## src/sar_pkg.sv

```systemverilog
// ----------------------------------------------------------------------------
// sar_pkg
// Shared types and constants for the segment address relocator.
// ----------------------------------------------------------------------------
package sar_pkg;

	localparam int MAX_SEGMENTS = 8;
	localparam int SLOT_W       = 3;
	localparam int COUNT_W      = 4;
	localparam int ADDR_W       = 32;

	localparam logic [ADDR_W-1:0] MISS_ADDRESS = '1;

	localparam logic KIND_LOAD      = 1'b0;
	localparam logic KIND_TRANSLATE = 1'b1;

	typedef logic [ADDR_W-1:0] addr_t;

	typedef enum logic [2:0] {
		ST_IDLE = 3'b001,
		ST_SCAN = 3'b010,
		ST_ADD  = 3'b100
	} sar_state_t;

endpackage

```

## src/segment_address_relocator.sv

```systemverilog
// ----------------------------------------------------------------------------
// segment_address_relocator
// Relocates a link-time address through a small load map of segments,
// scanning one slot per cycle with a single shared 33-bit adder.
// ----------------------------------------------------------------------------
//  channel  direction  handshake             payload
//  in       input      in_valid / in_stall   kind, slot_index, load_base,
//                                            link_base, segment_size,
//                                            query_address
//  out      output     out_valid / out_stall mapped_address, hit
//  cfg      input      cfg_wr_en             cfg_wr_data (segment count)
//
//  a load transaction is answered from ST_IDLE; a translate scans k slots
//  (at most 8) in ST_SCAN, with ST_ADD after it on a hit, the slot loop going
//  through the shared adder, one slot read per cycle from the table memory.
//  in_stall is high while a translate is in progress and while a finished
//  result is held by out_stall. reset clears the segment count and control
//  state; table contents are undefined until written.
module segment_address_relocator
	import sar_pkg::*;
(
	input  logic               clk,
	input  logic               arst_n,
	input  logic               in_valid,
	output logic               in_stall,
	input  logic               kind,
	input  logic [SLOT_W-1:0]  slot_index,
	input  addr_t              load_base,
	input  addr_t              link_base,
	input  addr_t              segment_size,
	input  addr_t              query_address,
	output logic               out_valid,
	input  logic               out_stall,
	output addr_t              mapped_address,
	output logic               hit,
	input  logic               cfg_wr_en,
	input  logic [COUNT_W-1:0] cfg_wr_data
);

	addr_t load_mem [MAX_SEGMENTS];
	addr_t link_mem [MAX_SEGMENTS];
	addr_t size_mem [MAX_SEGMENTS];

	sar_state_t          state_q;
	logic [COUNT_W-1:0]  count_q;
	logic [SLOT_W-1:0]   idx_q;
	logic [SLOT_W-1:0]   rd_addr;
	addr_t               rd_load_q, rd_link_q, rd_size_q;
	addr_t               query_q, offset_q, base_q;
	logic                out_valid_q, hit_q;
	addr_t               mapped_q;

	logic [COUNT_W-1:0]  eff_count;
	logic [SLOT_W-1:0]   last_idx;
	logic                accept, out_free;
	addr_t               add_a, add_b;
	logic                add_cin;
	logic [ADDR_W:0]     add_sum;
	logic                above_base, in_seg, is_last;
	logic                res_we, res_hit;
	addr_t               res_addr;

	assign eff_count = (count_q > COUNT_W'(MAX_SEGMENTS)) ? COUNT_W'(MAX_SEGMENTS) : count_q;
	assign last_idx  = SLOT_W'(eff_count - COUNT_W'(1));
	assign out_free  = !out_valid_q || !out_stall;
	assign in_stall  = (state_q != ST_IDLE) || !out_free;
	assign accept    = in_valid && !in_stall;

	// shared adder: query - link base while scanning, load base + offset at the end
	always_comb begin
		if (state_q == ST_ADD) begin
			add_a   = base_q;
			add_b   = offset_q;
			add_cin = 1'b0;
		end else begin
			add_a   = query_q;
			add_b   = ~rd_link_q;
			add_cin = 1'b1;
		end
	end
	assign add_sum = {1'b0, add_a} + {1'b0, add_b} + {{ADDR_W{1'b0}}, add_cin};

	assign above_base = add_sum[ADDR_W];
	assign is_last    = (idx_q == last_idx);
	assign in_seg     = (add_sum[ADDR_W-1:0] < rd_size_q)
		|| ((add_sum[ADDR_W-1:0] == rd_size_q) && is_last);

	assign rd_addr = (state_q == ST_SCAN) ? idx_q + SLOT_W'(1) : '0;

	// table memory: one write port, one registered read port
	always_ff @(posedge clk) begin
		if (accept && kind == KIND_LOAD) begin
			load_mem[slot_index] <= load_base;
			link_mem[slot_index] <= link_base;
			size_mem[slot_index] <= segment_size;
		end
		rd_load_q <= load_mem[rd_addr];
		rd_link_q <= link_mem[rd_addr];
		rd_size_q <= size_mem[rd_addr];
	end

	// result write into the output register
	always_comb begin
		res_we   = 1'b0;
		res_hit  = 1'b0;
		res_addr = MISS_ADDRESS;
		case (state_q)
			ST_IDLE: begin
				if (accept && (kind == KIND_LOAD || eff_count == '0))
					res_we = 1'b1;
			end
			ST_SCAN: begin
				if (!above_base || (!in_seg && is_last))
					res_we = 1'b1;
			end
			ST_ADD: begin
				res_we   = 1'b1;
				res_hit  = 1'b1;
				res_addr = add_sum[ADDR_W-1:0];
			end
			default: begin
				res_we = 1'b0;
			end
		endcase
	end

	always_ff @(posedge clk or negedge arst_n) begin
		if (!arst_n) begin
			state_q     <= ST_IDLE;
			count_q     <= '0;
			idx_q       <= '0;
			out_valid_q <= 1'b0;
		end else begin
			if (cfg_wr_en)
				count_q <= cfg_wr_data;
			if (res_we)
				out_valid_q <= 1'b1;
			else if (!out_stall)
				out_valid_q <= 1'b0;
			case (state_q)
				ST_IDLE: begin
					idx_q <= '0;
					if (accept && kind == KIND_TRANSLATE && eff_count != '0)
						state_q <= ST_SCAN;
				end
				ST_SCAN: begin
					if (!above_base)
						state_q <= ST_IDLE;
					else if (in_seg)
						state_q <= ST_ADD;
					else if (is_last)
						state_q <= ST_IDLE;
					else
						idx_q <= idx_q + SLOT_W'(1);
				end
				ST_ADD: begin
					state_q <= ST_IDLE;
				end
				default: begin
					state_q <= ST_IDLE;
				end
			endcase
		end
	end

	always_ff @(posedge clk) begin
		if (accept)
			query_q <= query_address;
		if (state_q == ST_SCAN) begin
			offset_q <= add_sum[ADDR_W-1:0];
			base_q   <= rd_load_q;
		end
		if (res_we) begin
			mapped_q <= res_addr;
			hit_q    <= res_hit;
		end
	end

	assign out_valid      = out_valid_q;
	assign mapped_address = mapped_q;
	assign hit            = hit_q;

endmodule

```

## config.mk

```make
export PLATFORM = sky130hd
export DESIGN_NAME = segment_address_relocator
export DESIGN_NICKNAME = d
export VERILOG_FILES = /design/src/sar_pkg.sv /design/src/segment_address_relocator.sv
export SDC_FILE = /design/constraint.sdc
export NUM_CORES = 1
export LEC_CHECK = 0
export ABC_AREA = 1
export ABC_CLOCK_PERIOD_IN_PS = 19800
export BUFFER_PORTS_ARGS = -buffer_cell sky130_fd_sc_hd__buf_4
export CAP_MARGIN = 20
export CELL_PAD_IN_SITES_DETAIL_PLACEMENT = 2
export CELL_PAD_IN_SITES_GLOBAL_PLACEMENT = 2
export CORE_MARGIN = 2
export CORE_UTILIZATION = 47
export DETAILED_ROUTE_END_ITERATION = 16
export GPL_TIMING_DRIVEN = 0
export PLACE_DENSITY_LB_ADDON = 0.2
export SYNTH_ARGS = -nofsm -noshare
export SYNTH_HDL_FRONTEND = slang
export SYNTH_SLANG_ARGS = --single-unit
```

## constraint.sdc

```tcl
create_clock -name clk -period 19.8 [get_ports clk]
set_input_delay 2.97 -clock clk [delete_from_list [all_inputs] [get_ports clk]]
set_output_delay 2.97 -clock clk [all_outputs]
set_load 0.02 [all_outputs]
```

==> results.tsv <==
stage	metric	value	unit
worst_setup_path	criticalPathCategory	register to register	
logic_synthesis	syn-instance-count	3062	
floorplanning	die_h	295	microns
clocking	cts_tree	built	
logic_synthesis	synthFlopType	edfxtp_1	
logic_synthesis	synth_area	0.0397	sq mm
power_and_ir_drop	p_leak	16.9	nW
sta	slew_violations	0	
finish	multi_input_area	0.00944	sq mm
logic_synthesis	synth_nets	3270	
sta	finalHoldViolations	0	
clocking	cts_resized	0	
placement	finalWeightedCongestion	0.940	
power_and_ir_drop	ir_drop	0.104	mV
global_route	grt_max_degree	34	
floorplanning	rows	106	
worst_setup_path	worstPathArrival	8220	ps
placement	io_buffers	175	
global_route	grt_usage	0.382	
floorplanning	die_width	295	microns
sta	relSlewSlack	0.256	
job	drv_cap	0	
sta	worst_pin_slew	1120	ps
routing	routed_via_density	6.27	
sta	setup_violations	0	
routing	ant_nets	0	
worst_setup_path	crit_required	20110	ps
clocking	cts_buffer_depth	3	
finish	drive_gt1_frac	0.174	
sta	holdWs	402	ps
sta	period_share	0.399	
global_route	antenna_found_initial	27	
floorplanning	dieArea	0.0869	sq mm
sta	setup-tns-final	0	ps
routing	wire_per_inst	35.9	microns
routing	num_vias	29229	
logic_synthesis	yosysSeqAreaShare	0.733	
global_route	first_global_vias	32043	
clocking	clk_pin_slew	70	ps
logic_synthesis	synth-edff-count	897	
clocking	cts-htree-levels	3	
clocking	clk_latency	700	ps
routing	dr.pass1.iters	5	
sta	fmax	126	MHz
clocking	cts_buffers	104	
finish	fin_nets	3636	
logic_synthesis	syn_avg_cell_area	13.0	sq um
worst_setup_path	worstPathMaxFanout	33	
global_route	grt_overflow_total	0	
worst_setup_path	cp-start-kind	register	
outcome	status	completed	
floorplanning	initial_core_util	0.475	
worst_setup_path	cp-end-kind	register	
logic_synthesis	synth_cell_type_count	43	
logic_synthesis	yosys_register_bits	1004	
logic_synthesis	yosysTopAreaCell	edfxtp_1	
finish	n_fill_cell	7634	
logic_synthesis	ys_async_sr_fraction	0.0110	
power_and_ir_drop	power_density	102	mW/mm^2
sta	period_minus_slack	7910	ps
routing	drc_errors	0	
logic_synthesis	ys_warn_count	0	
sta	finClkSkew	42.8	ps
routing	finalWirelength	167000	microns
routing	drt-initial-drc-count	2903	
global_route	grt_pass1_wl	235000	microns
sta	rsz0062_at_grt	no	
clocking	holdBufCountCts	0	
clocking	numClockSinks	1004	
logic_synthesis	synth.area.top_cells	edfxtp_1 (68%), nand2_1 (6.2%), dfxtp_1 (4.8%), nand3_1 (2.2%), nor2_1 (2.1%)	
worst_hold_path	hold_class	register to register	
placement	dp.final_hpwl	110000	microns
floorplanning	core_area	0.0837	sq mm
finish	register_area	0.0291	sq mm
logic_synthesis	synth_top_area_share	0.678	
clocking	root_buffer	clkbuf_16	
clocking	cts_post_setup_buffers_inserted	0	
floorplanning	pin_count	176	
finish	syn_to_final_growth	18.3	%
[per-layer routing]
layer,track usage,wire length [microns],vias up
li1,-,-,11879
met1,0.456,61800,15318
met2,0.656,83800,1547
met3,0.0711,12100,473
met4,0.202,9660,12
met5,0.00284,68,-
[placed cells by master (no fill, tap or decap), types with 9 or more instances in the layout]
| cell | instances |
|---|---|
| a21oi_1 | 120 |
| a31oi_1 | 69 |
| buf_1 | 11 |
| buf_2 | 67 |
| buf_4 | 195 |
| buf_6 | 63 |
| bufinv_16 | 9 |
| clkbuf_1 | 96 |
| clkbuf_16 | 104 |
| clkinv_1 | 14 |
| clkinv_2 | 18 |
| dfrtp_1 | 10 |
| dfxtp_1 | 96 |
| edfxtp_1 | 897 |
| ha_1 | 65 |
| inv_1 | 118 |
| nand2_1 | 654 |
| nand3_1 | 176 |
| nor2_1 | 223 |
| o211ai_1 | 70 |
| o21ai_0 | 114 |
| o221ai_1 | 56 |
| o221ai_2 | 12 |
| o32ai_1 | 56 |
| or2_2 | 84 |
| xor2_1 | 18 |
[cell type report]
class,count,area share
Clock inverter,56,0.0131
Timing Repair Buffer,260,0.0503
Inverter,121,0.00966
Sequential cell,1004,0.620
Clock buffer,139,0.0596
Antenna cell,8,0.000426
Multi-Input combinational cell,1774,0.201
Tap cell,1134,0.0302
Buffer,163,0.0163
[power by group]
part	internal (W)	switching, W
combinational	0.000104	0.000279
clock	0.00112	0.000911
sequential	0.00235	0.0000178
total	0.00358	0.00121
[metrics by stage]
stage / cells / utilization / instance area [sq um] / worst slack [ps] / total power, W
2_1_floorplan: 3062 / - / 39700 / 9240 / 0.00258
3_3_place_gp: 4371 / 0.508 / 42500 / 1470 / 0.00273
3_5_place_dp: 4454 / 0.520 / 43500 / 12500 / 0.00277
4_1_cts: 4649 / 0.561 / 47000 / 12080 / 0.00477
5_1_grt: 4658 / 0.562 / 47000 / 11630 / 0.00487
6_report: 4659 / 0.562 / 47000 / 11890 / 0.00479
[cells by family (layout without fill, tap and decap cells)]
family	count (synthesis)	after routing	share of synthesized area
flip-flops	1004	1004	0.733
AND/OR/NAND/NOR	1166	1166	0.123
buffers and inverters	284	739	0.0307
other	0	8	0
AO/OA/AOI/OAI	515	515	0.0862
multiplexers	2	2	0.000567
XOR/XNOR	24	24	0.00529
adder cells (fa/ha/maj)	67	67	0.0215
[Yosys cell counts, types with 2 or more instances]
| library cell | count |
|---|---|
| nor2_1 | 225 |
| o32ai_1 | 56 |
| o21bai_1 | 5 |
| xnor2_1 | 6 |
| nand4_1 | 7 |
| nand2_1 | 655 |
| a21o_1 | 4 |
| buf_1 | 11 |
| or2_2 | 84 |
| xor2_1 | 18 |
| o21a_1 | 4 |
| a31oi_1 | 69 |
| o211ai_1 | 70 |
| o21ai_0 | 114 |
| inv_1 | 118 |
| nand3_1 | 176 |
| buf_6 | 3 |
| edfxtp_1 | 897 |
| inv_2 | 3 |
| dfrtp_1 | 10 |
| clkbuf_1 | 68 |
| a21boi_0 | 2 |
| ha_1 | 65 |
| fa_1 | 2 |
| nor3_1 | 13 |
| a21oi_1 | 120 |
| clkbuf_2 | 2 |
| mux2_2 | 2 |
| o221ai_2 | 12 |
| buf_2 | 67 |
| buf_4 | 12 |
| o221ai_1 | 56 |
| dfxtp_1 | 96 |
[registers in the layout, summed over array words and instances (netlist names)]
register and flops:
count_q 4, rd_link_q 32, load_mem 256, base_q 32, state_q 3, idx_q 3
mapped_address 32, offset_q 32, size_mem 256, rd_size_q 32, out_valid 1, hit 1
link_mem 256, query_q 32, rd_load_q 32
[critical path, cell delays in order, from the launching register on]
cell,delay (ps)
dfrtp_1,440
inv_1,110
nor3_2,520
clkbuf_1,650
clkbuf_1,550
nand2_1,210
nand2_1,140
ha_1,290
or2_1,270
and2_1,200
a21oi_1,310
o21ai_1,250
a21boi_0,290
xor2_1,610
inv_1,280
ha_1,370
nand2_1,110
nor2_1,190
nand3_1,140
inv_1,100
nand2_1,70
nand2_1,190
nand3_1,130
nand2_1,100
nand2_1,130
nand2_2,800
[worst paths after layout]
path | slack (ps) | endpoint | cells after the start | start
worst min register to register | 400 | base_q[31] | 0 | rd_load_q[31]
max in group asynchronous | 17400 | state_q[0] | 1 | arst_n
min in group asynchronous | 2120 | out_valid | 1 | arst_n
worst max register to register | 11890 | hit | 25 | state_q[2]
worst max-delay path | 11890 | hit | 25 | state_q[2]
worst min-delay path | 400 | base_q[31] | 0 | rd_load_q[31]
Power figures use the tool's default switching activity.
